File: src/rtl/ucs2u8_pkg.sv
// ----------------------------------------------------------------------------
// ucs2u8_pkg
// shared types and constants for the ucs-2 / utf-8 transcoder
// ----------------------------------------------------------------------------
`default_nettype none

package ucs2u8_pkg;

  localparam int UNIT_W      = 16;
  localparam int COUNT_WIDTH = 16;
  // the count register never needs more than 16 bits, the saturation point caps it
  localparam int CNT_W       = (COUNT_WIDTH < 16) ? COUNT_WIDTH : 16;
  localparam int MAX_RES     = 3;

  localparam logic [UNIT_W-1:0] LIM_ONE_BYTE = 16'h0080;
  localparam logic [UNIT_W-1:0] LIM_TWO_BYTE = 16'h0800;
  localparam logic [7:0]        LEAD_TWO     = 8'hC0;
  localparam logic [7:0]        LEAD_THREE   = 8'hE0;
  localparam logic [7:0]        CONT_MARK    = 8'h80;

  typedef enum logic {
    DIR_ENCODE = 1'b0,
    DIR_DECODE = 1'b1
  } dir_t;

  // decoder / counter state carried from word to word
  typedef struct packed {
    logic [1:0]       pending;
    logic [UNIT_W-1:0] partial;
    logic [CNT_W-1:0]  count;
  } conv_state_t;

  // everything one input word produces
  typedef struct packed {
    logic [1:0]                     num;
    logic [MAX_RES-1:0][UNIT_W-1:0] units;
    logic                           is_end;
    logic                           broken;
    logic [CNT_W-1:0]               count;
  } conv_res_t;

endpackage

`default_nettype wire

File: src/rtl/ucs2u8_if.sv
// ----------------------------------------------------------------------------
// ucs2u8_if
// valid/ready channels for input words and result words
// ----------------------------------------------------------------------------
`default_nettype none

interface ucs2u8_in_if;
  logic        valid;
  logic        ready;
  logic [15:0] in_unit;

  modport source (output valid, output in_unit, input ready);
  modport sink (input valid, input in_unit, output ready);
endinterface

interface ucs2u8_out_if;
  logic        valid;
  logic        ready;
  logic [15:0] out_unit;
  logic        out_last;
  logic        string_end;
  logic [15:0] unit_count;
  logic        broken_char;

  modport source (
    output valid, output out_unit, output out_last, output string_end,
    output unit_count, output broken_char, input ready
  );
  modport sink (
    input valid, input out_unit, input out_last, input string_end,
    input unit_count, input broken_char, output ready
  );
endinterface

`default_nettype wire

File: src/rtl/ucs2u8_conv.sv
// ----------------------------------------------------------------------------
// ucs2u8_conv
// single-pass conversion of one word into up to three results and next state
// ----------------------------------------------------------------------------
`default_nettype none

module ucs2u8_conv
  import ucs2u8_pkg::*;
(
  input  var dir_t              dir,
  input  var logic [UNIT_W-1:0] unit,
  input  var conv_state_t       st,
  output conv_res_t             res,
  output conv_state_t           st_next
);

  always_comb begin
    logic [7:0]       b;
    logic [CNT_W:0]   sum;
    b       = unit[7:0];
    res     = '0;
    st_next = st;
    if (dir == DIR_ENCODE) begin
      if (unit == '0) begin
        res.num    = 2'd1;
        res.is_end = 1'b1;
        res.count  = st.count;
      end else if (unit < LIM_ONE_BYTE) begin
        res.num      = 2'd1;
        res.units[0] = unit;
      end else if (unit < LIM_TWO_BYTE) begin
        res.num      = 2'd2;
        res.units[0] = {8'h00, LEAD_TWO | {3'b000, unit[10:6]}};
        res.units[1] = {8'h00, CONT_MARK | {2'b00, unit[5:0]}};
      end else begin
        res.num      = 2'd3;
        res.units[0] = {8'h00, LEAD_THREE | {4'h0, unit[15:12]}};
        res.units[1] = {8'h00, CONT_MARK | {2'b00, unit[11:6]}};
        res.units[2] = {8'h00, CONT_MARK | {2'b00, unit[5:0]}};
      end
    end else if (st.pending == 2'd0) begin
      if (b == 8'h00) begin
        res.num    = 2'd1;
        res.is_end = 1'b1;
        res.count  = st.count;
      end else if (b < CONT_MARK) begin
        res.num      = 2'd1;
        res.units[0] = {8'h00, b};
      end else if (b < LEAD_THREE) begin
        st_next.partial = {5'b0, b[4:0], 6'b0};
        st_next.pending = 2'd1;
      end else begin
        st_next.partial = {b[3:0], 12'b0};
        st_next.pending = 2'd2;
      end
    end else if (b == 8'h00) begin
      // string cut inside a multibyte character
      res.num    = 2'd1;
      res.is_end = 1'b1;
      res.broken = 1'b1;
      res.count  = st.count;
    end else if (st.pending == 2'd2) begin
      st_next.partial = st.partial | {4'b0, b[5:0], 6'b0};
      st_next.pending = 2'd1;
    end else begin
      res.num         = 2'd1;
      res.units[0]    = st.partial | {10'b0, b[5:0]};
      st_next.pending = 2'd0;
      st_next.partial = '0;
    end

    // saturating unit count, restarted by a terminator
    sum = {1'b0, st.count} + (CNT_W+1)'(res.num);
    if (res.is_end) begin
      st_next = '0;
    end else if (sum[CNT_W]) begin
      st_next.count = '1;
    end else begin
      st_next.count = sum[CNT_W-1:0];
    end
  end

endmodule

`default_nettype wire

File: src/rtl/ucs2_utf8_transcoder.sv
// ----------------------------------------------------------------------------
// ucs2_utf8_transcoder
// zero-terminated string converter between ucs-2 units and utf-8 bytes
// ----------------------------------------------------------------------------
// Words enter on the units channel and results leave on the results channel,
// both valid/ready. cfg_data selects encode (0, ucs-2 in, utf-8 bytes out) or
// decode (1, utf-8 bytes in the low eight bits, ucs-2 out); writing it also
// restarts the string. A word passes an input register, is converted in one
// pass into all of its results, and those sit in a result buffer that drains
// one result per cycle while the results channel is ready. The result port
// sets the rate: a word holds the buffer until all of its results are taken,
// two for an encoded unit of 0x80..0x7ff and three for one of 0x800 and up;
// decode lead and middle bytes yield nothing. A zero word (when decoding, a
// zero low byte) ends the string with a terminator that carries the
// saturating unit count; broken_char marks a string cut inside a multibyte
// character. The next word is taken while the last result of the previous
// one waits on the output.
// ----------------------------------------------------------------------------
`default_nettype none

module ucs2_utf8_transcoder
  import ucs2u8_pkg::*;
(
  input  var logic      clk,
  input  var logic      rst,
  input  var logic      cfg_we,
  input  var logic      cfg_data,
  ucs2u8_in_if.sink     units,
  ucs2u8_out_if.source  results
);

  // configuration and carried state
  dir_t        direction;
  conv_state_t st;
  conv_state_t st_next;

  // input register
  logic              s1_valid;
  logic [UNIT_W-1:0] s1_unit;

  // result buffer, buf_num of zero means empty
  logic [1:0]                     buf_num;
  logic [1:0]                     buf_idx;
  logic [MAX_RES-1:0][UNIT_W-1:0] buf_units;
  logic                           buf_end;
  logic                           buf_broken;
  logic [CNT_W-1:0]               buf_count;

  conv_res_t res;

  logic buf_last;
  logic buf_free;
  logic s1_adv;

  ucs2u8_conv u_conv (
    .dir     (direction),
    .unit    (s1_unit),
    .st      (st),
    .res     (res),
    .st_next (st_next)
  );

  // buffer frees up once its last result is taken
  assign buf_last = (buf_num != 2'd0) && (buf_idx == buf_num - 2'd1);
  assign buf_free = (buf_num == 2'd0) || (buf_last && results.ready);
  assign s1_adv   = s1_valid && buf_free;

  assign units.ready = !s1_valid || buf_free;

  assign results.valid       = (buf_num != 2'd0);
  assign results.out_unit    = buf_units[buf_idx];
  assign results.out_last    = buf_last;
  assign results.string_end  = buf_end;
  assign results.unit_count  = 16'(buf_count);
  assign results.broken_char = buf_broken;

  // control: direction, string state, occupancy
  always_ff @(posedge clk) begin
    if (rst) begin
      direction <= DIR_ENCODE;
      st        <= '0;
      s1_valid  <= 1'b0;
      buf_num   <= 2'd0;
      buf_idx   <= 2'd0;
    end else begin
      if (units.valid && units.ready) begin
        s1_valid <= 1'b1;
      end else if (s1_adv) begin
        s1_valid <= 1'b0;
      end
      if (s1_adv) begin
        buf_num <= res.num;
        buf_idx <= 2'd0;
      end else if (results.valid && results.ready) begin
        if (buf_last) begin
          buf_num <= 2'd0;
        end else begin
          buf_idx <= buf_idx + 2'd1;
        end
      end
      // a direction write starts a new string
      if (cfg_we) begin
        direction <= dir_t'(cfg_data);
        st        <= '0;
      end else if (s1_adv) begin
        st <= st_next;
      end
    end
  end

  // payload, no reset needed
  always_ff @(posedge clk) begin
    if (units.valid && units.ready) begin
      s1_unit <= units.in_unit;
    end
    if (s1_adv) begin
      buf_units  <= res.units;
      buf_end    <= res.is_end;
      buf_broken <= res.broken;
      buf_count  <= res.count;
    end
  end

  // a terminator is always the only result of its word
  a_end_is_last: assert property (@(posedge clk) disable iff (rst)
    results.valid && results.string_end |-> results.out_last)
    else $error("terminator not marked last");

  // read pointer stays inside the filled part of the buffer
  a_idx_in_range: assert property (@(posedge clk) disable iff (rst)
    results.valid |-> buf_idx < buf_num)
    else $error("result index beyond buffer fill");

  // no partial character bits without an open character
  a_partial_clear: assert property (@(posedge clk) disable iff (rst)
    st.pending == 2'd0 |-> st.partial == '0)
    else $error("partial code left without pending bytes");

  // a terminator leaving the converter restarts the string state
  a_end_restarts: assert property (@(posedge clk) disable iff (rst)
    s1_adv && res.is_end && !cfg_we |=> st == '0)
    else $error("string state not cleared after terminator");

endmodule

`default_nettype wire

File: src/flat_wrapper.sv
// flat-port wrapper written by rule: the top's interface ports become plain ports
module ucs2_utf8_transcoder_flat import ucs2u8_pkg::*;
  (clk, rst, cfg_we, cfg_data, units_valid, units_in_unit, units_ready, results_valid, results_out_unit, results_out_last, results_string_end, results_unit_count, results_broken_char, results_ready);
  ucs2u8_in_if units_i ();
  ucs2u8_out_if results_i ();
  input  var logic clk;
  input  var logic rst;
  input  var logic cfg_we;
  input  var logic cfg_data;
  input wire logic [$bits(units_i.valid)-1:0] units_valid;
  input wire logic [$bits(units_i.in_unit)-1:0] units_in_unit;
  output wire logic [$bits(units_i.ready)-1:0] units_ready;
  output wire logic [$bits(results_i.valid)-1:0] results_valid;
  output wire logic [$bits(results_i.out_unit)-1:0] results_out_unit;
  output wire logic [$bits(results_i.out_last)-1:0] results_out_last;
  output wire logic [$bits(results_i.string_end)-1:0] results_string_end;
  output wire logic [$bits(results_i.unit_count)-1:0] results_unit_count;
  output wire logic [$bits(results_i.broken_char)-1:0] results_broken_char;
  input wire logic [$bits(results_i.ready)-1:0] results_ready;
  assign units_i.valid = units_valid;
  assign units_i.in_unit = units_in_unit;
  assign units_ready = units_i.ready;
  assign results_valid = results_i.valid;
  assign results_out_unit = results_i.out_unit;
  assign results_out_last = results_i.out_last;
  assign results_string_end = results_i.string_end;
  assign results_unit_count = results_i.unit_count;
  assign results_broken_char = results_i.broken_char;
  assign results_i.ready = results_ready;
  ucs2_utf8_transcoder u_core (.clk(clk), .rst(rst), .cfg_we(cfg_we), .cfg_data(cfg_data), .units(units_i), .results(results_i));
endmodule
File: config.mk
export PLATFORM = sky130hd
export DESIGN_NAME = ucs2_utf8_transcoder_flat
export DESIGN_NICKNAME = d
export VERILOG_FILES = /design/src/rtl/ucs2u8_pkg.sv /design/src/rtl/ucs2u8_if.sv /design/src/rtl/ucs2u8_conv.sv /design/src/rtl/ucs2_utf8_transcoder.sv /design/src/flat_wrapper.sv
export SDC_FILE = /design/constraint.sdc
export NUM_CORES = 1
export LEC_CHECK = 0
export BUFFER_PORTS_ARGS = -buffer_cell sky130_fd_sc_hd__buf_2
export CAP_MARGIN = 20
export CORE_MARGIN = 8
export CORE_UTILIZATION = 40
export DETAILED_ROUTE_END_ITERATION = 10
export MAX_ROUTING_LAYER = met4
export SETUP_SLACK_MARGIN = 0.5
export SLEW_MARGIN = 25
export SYNTH_ARGS = -nofsm -noshare
export SYNTH_HDL_FRONTEND = slang
export SYNTH_SLANG_ARGS = --single-unit
File: constraint.sdc
create_clock -name clk -period 4.1 [get_ports clk]
set_clock_uncertainty 0.1 [all_clocks]
set_input_delay 0.82 -clock clk [delete_from_list [all_inputs] [get_ports clk]]
set_output_delay 0.82 -clock clk [all_outputs]
set_load 0.03 [all_outputs]
==> impl_metrics.env, run 1 <==
export IMPL_synth_most_common_cell="edfxtp_1"
export IMPL_io_buffers=58
export IMPL_overflow=0
export IMPL_worstSetupPathType="reg2reg"
export IMPL_synth_compound_area_frac=0.131
export IMPL_crit_path_start_kind="flip-flop"
export IMPL_cp_required_ns=4.30
export IMPL_die_x_um=121
export IMPL_cts_max_level=3
export IMPL_clock_sinks=98
export IMPL_fillers=1034
export IMPL_path_max_fanout=14
export IMPL_whs_ns=0.372
export IMPL_hold_viol=0
export IMPL_p_leak_uw=0.00178
export IMPL_muxShareOfSynthArea=0.0203
export IMPL_period_minus_slack_ns=3.39
export IMPL_ys_seq_area_frac=0.586
export IMPL_area_growth_pct=14.4
export IMPL_synthTopCellsByCount="edfxtp_1 (64), and2_1 (34), dfxtp_1 (34), nand2_1 (33), nor2_1 (27)"
export IMPL_synth_area_mm2=0.00444
export IMPL_totalWireLength_um=9480
export IMPL_critPathCaptureType="flip-flop"
export IMPL_ir_drop_uv=227
export IMPL_drc=0
export IMPL_rows=38
export IMPL_ys_ff_latch=98
export IMPL_hpwl_um=6740
export IMPL_synth_top_cell_area_share=0.433
export IMPL_synth_adder_area_share=0.0130
export IMPL_diodes=0
export IMPL_syn_avg_cell_area_um2=11.3
export IMPL_vias=3134
export IMPL_die_y_um=121
export IMPL_arrival_ns=3.59
export IMPL_synth_edf_count=64
export IMPL_syn_nets=420
export IMPL_synth_cell_types=64
export IMPL_status="finished clean"
export IMPL_antenna_left=0
export IMPL_drtIter0Drc=205
export IMPL_cts_buffers=9
export IMPL_clk_pin_slew_ns=0.09
export IMPL_synth_simple_gate_area_share=0.208
export IMPL_maxCapViolCount=0
export IMPL_setup_viol=0
export IMPL_rsz0062_at_grt="no"
export IMPL_nets=479
export IMPL_die_area_mm2=0.0147
export IMPL_clockRootBuffer="clkbuf_8"
export IMPL_antenna_found_initial=0
export IMPL_grt_pass1_wl_um=15500
export IMPL_start_util=0.409
export IMPL_synth_top_family_by_area="simple AND/OR/NAND/NOR gates"
export IMPL_grt_pass1_vias=3063
export IMPL_clock_fmax_ghz=0.295
export IMPL_final_max_slew_viol_count=0
export IMPL_drt_pass1_iterations=4
export IMPL_hp_class="reg2reg"
export IMPL_relSlewSlack=0.523
export IMPL_cts_max_path_buffers=2
export IMPL_synth_cells=394
export IMPL_yosys_warnings=0
export IMPL_coreArea_mm2=0.0108
export IMPL_place_congestion=0.908
export IMPL_grt_usage=0.137
export IMPL_routedWlPerCell_um=15.8
export IMPL_synth_async_reset_ratio=0
export IMPL_finalCritPeriodShare=0.827
export IMPL_io_pins=59
export IMPL_drive_above_1_share=0.240
export IMPL_vias_per_cell=5.24
export IMPL_p_per_area_mw_per_mm2=384
export IMPL_synth_top_area_cell="edfxtp_1"
export IMPL_fin_setup_tns_ns=0
export IMPL_grt_max_degree=34
export IMPL_synthFlopType="edfxtp_1"
export IMPL_synth_area_leaders="edfxtp_1 (43%), dfxtp_1 (15%), and2_1 (4.8%)"
export IMPL_cts_tree="done"
export IMPL_worst_skew_pair_late_latency_ns=0.36
export IMPL_worst_pin_slew_ns=0.714
export IMPL_synth_xor_area_share=0.0118
==> layer usage <==
| metal | share of wire | GRT usage | vias up |
|---|---|---|---|
| met5 | 0 | - | - |
| met1 | 0.49 | 0.185 | 1465 |
| li1 | - | - | 1575 |
| met2 | 0.43 | 0.194 | 88 |
| met4 | 0.010 | 0.0501 | 0 |
| met3 | 0.062 | 0.0358 | 6 |
==> cell families after synthesis <==
group                    Yosys count
flip-flops                        98
AND/OR/NAND/NOR                  165
adder cells (fa/ha/maj)            4
AO/OA/AOI/OAI                     83
XOR/XNOR                           6
multiplexers                       9
buffers and inverters             29
==> cells in the final DEF, fill, tap and decap left out, types with 3 or more instances in the layout <==
cell | netlist | final
edfxtp_1 | 64 | 64
buf_2 | 8 | 58
and2_1 | 34 | 34
dfxtp_1 | 34 | 34
nand2_1 | 33 | 32
nor2_1 | 27 | 26
a21oi_1 | 26 | 26
nor3_1 | 17 | 16
o21ai_0 | 11 | 11
and3_1 | 9 | 9
mux2i_1 | 9 | 9
a22o_1 | 9 | 9
clkbuf_8 | 0 | 9
inv_1 | 8 | 8
nand3_1 | 7 | 7
nor3_2 | 6 | 7
buf_4 | 1 | 7
nand4_1 | 5 | 5
xor2_1 | 4 | 4
a41oi_1 | 4 | 4
nor2b_1 | 4 | 4
inv_2 | 3 | 3
nor4_2 | 1 | 3
a21o_1 | 3 | 3
nand2b_1 | 3 | 3
a22oi_1 | 3 | 3
a31oi_1 | 4 | 3
ha_1 | 3 | 3
==> power by group <==
group	leakage (uW)	switching [uW]	internal, uW	total (uW)
Combinational	0.000828	186	81.7	268
Clock	0.0000811	321	219	540
Sequential	0.000874	31.4	1110	1140
==> worst max-delay path: stages, from the launching register on <==
cell and delay (ns):
edfxtp_1 0.51, nor4_2 0.41, nand2_2 0.21, a31oi_2 0.27, ha_1 0.25, fa_1 0.27, nand4_1 0.24, or4_4 0.59
nor2b_1 0.18, o31a_1 0.23, nor2_1 0.07
==> sequential cells by signal, summed over array words and instances, names as in the netlist, 2 cells and up <==
register                   cells
u_core.s1_unit                16
u_core.buf_num                 2
u_core.buf_units              30
u_core.buf_idx                 2
u_core.results.unit_count     16
u_core.st                     28
==> layout make-up <==
| type | count | area (um2) | area share |
|---|---|---|---|
| Tap cell | 140 | 175 | 0.0345 |
| Inverter | 11 | 41.3 | 0.00813 |
| Multi-Input combinational cell | 267 | 1730 | 0.342 |
| Clock buffer | 11 | 131 | 0.0259 |
| Clock inverter | 5 | 30.0 | 0.00591 |
| Sequential cell | 98 | 2600 | 0.513 |
| Timing Repair Buffer | 66 | 363 | 0.0715 |
==> stage by stage <==
step           cells  cell area (um2)  power (uW)  setup slack [ns]  utilization
3_3_place_gp     580             4870        1430             0.652        0.449
5_1_grt          598             5080        2040             0.520        0.468
2_1_floorplan    394             4440        1340              1.12            -
4_1_cts          596             5030        1970             0.505        0.464
6_report         598             5080        1950             0.708        0.468
3_5_place_dp     580             4870        1430             0.517        0.449
==> worst paths after layout <==
check / end / slack [ns] / start / cells after the start
min reg2reg: u_core.st[27] / 0.37 / u_core.st[27] / 1
min: u_core.st[27] / 0.37 / u_core.st[27] / 1
max: u_core.st[1] / 0.71 / u_core.s1_unit[2] / 10
max reg2reg: u_core.st[1] / 0.71 / u_core.s1_unit[2] / 10
==> timing repair <==
item | 4_1_cts | 5_1_grt
hold buffers | 0 | 0
setup endpoints to repair | 0 | 14
resized for setup | 0 | 6
setup buffers | 0 | 2
Note: power is estimated with default switching activity, not from simulation.
==> run 2, diff against run 1 <==
- ABC_AREA: unset -> 1
- clock period: 4.1 -> 3 ns (I/O delays scaled with it)
==> run 2 against run 1 <==
  * Routed wire length is 23% higher
  * Global-route usage rose by 1.5 points
  * Clock power up 110%
  * First-iteration DRC count increased by 22%
  * Combinational power grew 59%
  * Non-clock buffer count up 30
  * Critical path type unchanged
  * Highest routed layer unchanged
==> impl_metrics.env, run 2 <==
export IMPL_coreArea_mm2=0.0115
export IMPL_ir_drop_uv=311
export IMPL_critPathMaxStageDelay_ns=0.40
export IMPL_die_x_um=125
export IMPL_rows=39
export IMPL_maxCapViolCount=0
export IMPL_whs_ns=0.332
export IMPL_layout_commonest_cell="nand2_1"
export IMPL_ff2ff_setup_slack_ns=0.40
export IMPL_critPathSlowestCell="edfxtp_1"
export IMPL_relSlewSlack=0.601
export IMPL_p_leak_uw=0.00223
export IMPL_hpwl_um=8150
export IMPL_worstSetupPathType="reg2reg"
export IMPL_clockRootBuffer="clkbuf_16"
export IMPL_cts_buffers=9
export IMPL_vias_per_cell=5.04
export IMPL_worst_pin_slew_ns=0.598
export IMPL_io_pins=59
export IMPL_clk_pin_slew_ns=0.06
export IMPL_cts_tree="done"
export IMPL_synth_most_common_cell="nand2_1"
export IMPL_area_growth_pct=24.0
export IMPL_place_ws_ns=0.0530
export IMPL_setup_viol=0
export IMPL_drtIter0Drc=250
export IMPL_cp_top_family="simple AND/OR/NAND/NOR gates"
export IMPL_ys_ff_latch=98
export IMPL_total_power_uw=3100
export IMPL_grt_pass1_vias=3771
export IMPL_finalCritPeriodShare=0.866
export IMPL_grt_usage=0.153
export IMPL_die_area_mm2=0.0155
export IMPL_arrival_ns=2.77
export IMPL_hp_class="in2reg"
export IMPL_crit_buf_inv=4
export IMPL_synth_cell_types=35
export IMPL_antenna_found_initial=0
export IMPL_vias=3921
export IMPL_ys_seq_area_frac=0.552
export IMPL_p_per_area_mw_per_mm2=530
export IMPL_antenna_left=0
export IMPL_status="finished clean"
export IMPL_place_congestion=0.914
export IMPL_critPathCaptureType="flip-flop"
export IMPL_path_cells="nor2_1 -> nand2_2 -> nor2_4 -> nand2_4 -> nand2_4 -> inv_8 -> nand2_8 -> nand2_4 -> inv_4 -> ha_4 -> fa_2 -> nand3_2 -> nor2_4 -> inv_2 -> nor2_4 -> nand3_4 -> inv_6 -> o21ai_1 -> a21oi_1"
export IMPL_synthTopCellsByCount="nand2_1 (109), nor2_1 (82), edfxtp_1 (64), inv_1 (57), o21ai_0 (35)"
export IMPL_top_register="u_core.buf_units"
export IMPL_diodes=0
export IMPL_cp_required_ns=3.17
export IMPL_fillers=1088
export IMPL_syn_avg_cell_area_um2=8.75
export IMPL_path_max_fanout=7
export IMPL_syn_nets=565
export IMPL_die_y_um=125
export IMPL_clock_sinks=98
export IMPL_synth_async_reset_ratio=0
export IMPL_synth_top_cell_area_share=0.407
export IMPL_largest_reg_flops=30
export IMPL_synth_edf_count=64
export IMPL_layout_common_cells="nand2_1 (100), nor2_1 (80), edfxtp_1 (64)"
export IMPL_clock_fmax_ghz=0.385
export IMPL_period_minus_slack_ns=2.60
export IMPL_worst_skew_pair_late_latency_ns=0.35
export IMPL_hold_viol=0
export IMPL_synthFlopType="edfxtp_1"
export IMPL_yosys_warnings=0
export IMPL_overflow=0
export IMPL_grt_max_degree=34
export IMPL_drt_pass1_iterations=5
export IMPL_synth_cells=539
export IMPL_cts_max_path_buffers=2
export IMPL_cts_max_level=3
export IMPL_totalWireLength_um=11600
export IMPL_fin_ws_ns=0.402
export IMPL_synth_top_area_cell="edfxtp_1"
export IMPL_synth_area_leaders="edfxtp_1 (41%), dfxtp_1 (14%), nand2_1 (8.7%)"
export IMPL_drive_above_1_share=0.280
export IMPL_rsz0062_at_grt="yes"
export IMPL_crit_path_start_kind="flip-flop"
export IMPL_reg_top3="u_core.buf_units (30), u_core.st (28)"
export IMPL_final_max_slew_viol_count=0
export IMPL_drc=0
export IMPL_routedWlPerCell_um=14.9
export IMPL_nets=656
export IMPL_io_buffers=58
export IMPL_fin_setup_tns_ns=0
export IMPL_grt_pass1_wl_um=18900
export IMPL_synth_area_mm2=0.00472
export IMPL_start_util=0.411
-- run 2: changes by cell type after synthesis, moves of 9 or more --
cell,before,now
nor2_1,27,82
and2_1,34,1
nand2_2,1,10
and3_1,9,0
nand3_1,7,31
nand2_1,33,109
inv_1,8,57
mux2i_1,9,0
o21ai_0,11,35
a22o_1,9,0
-- run 2: through the flow --
| stage | instances | util | area (um2) |
|---|---|---|---|
| floorplan | 539 | - | 4760 |
| finish | 778 | 0.510 | 5850 |
| global placement | 732 | 0.454 | 5210 |
| detailed placement | 732 | 0.454 | 5210 |
| CTS | 763 | 0.493 | 5660 |
| global route | 778 | 0.510 | 5850 |
-- run 2: area by class of cell --
type,count,area [um2],share of cell area
clock buffers,11,233,0.0398
clock inverters,5,55.1,0.00941
inverters,63,262,0.0447
multi-input cells,361,1910,0.327
flip-flops and latches,98,2610,0.445
well taps,143,179,0.0306
repair buffers,96,598,0.102
repair inverters,1,7.51,0.00128
-- run 2: routing by layer --
layer	track usage	routed length, um	vias to the layer above
li1	-	-	1972
met1	0.199	5470	1820
met2	0.225	5300	111
met3	0.0362	622	18
met4	0.0581	217	0
met5	-	0	-
-- run 2: path summary, 6_finish.rpt --
| check | from | to | cells past startpoint |
|---|---|---|---|
| max | u_core.s1_unit[12] | u_core.st[2] | 19 |
| min | units_in_unit[9] | u_core.s1_unit[9] | 1 |
| max reg2reg | u_core.s1_unit[12] | u_core.st[2] | 19 |
| min reg2reg | u_core.st[27] | u_core.st[27] | 2 |
-- run 2: power by group --
group          switching (uW)  internal (uW)  leakage (uW)  total [uW]
combinational             295            131       0.00123         425
sequential               30.9           1520      0.000872        1550
clock                     487            643      0.000132        1130
-- run 2: kinds of logic after synthesis --
group,after synthesis,share of synthesized area
AO/OA/AOI/OAI,82,0.0976
XOR/XNOR,6,0.0111
adder cells (fa/ha/maj),4,0.0122
buffers and inverters,80,0.0729
flip-flops,98,0.552
AND/OR/NAND/NOR,269,0.255
-- run 2: timing repair --
item	4_1_cts	5_1_grt
buffers inserted	14	15
gates resized for setup	15	29
gates cloned	1	0
setup endpoints to repair	26	17
hold buffers	0	0
pin swaps	12	18
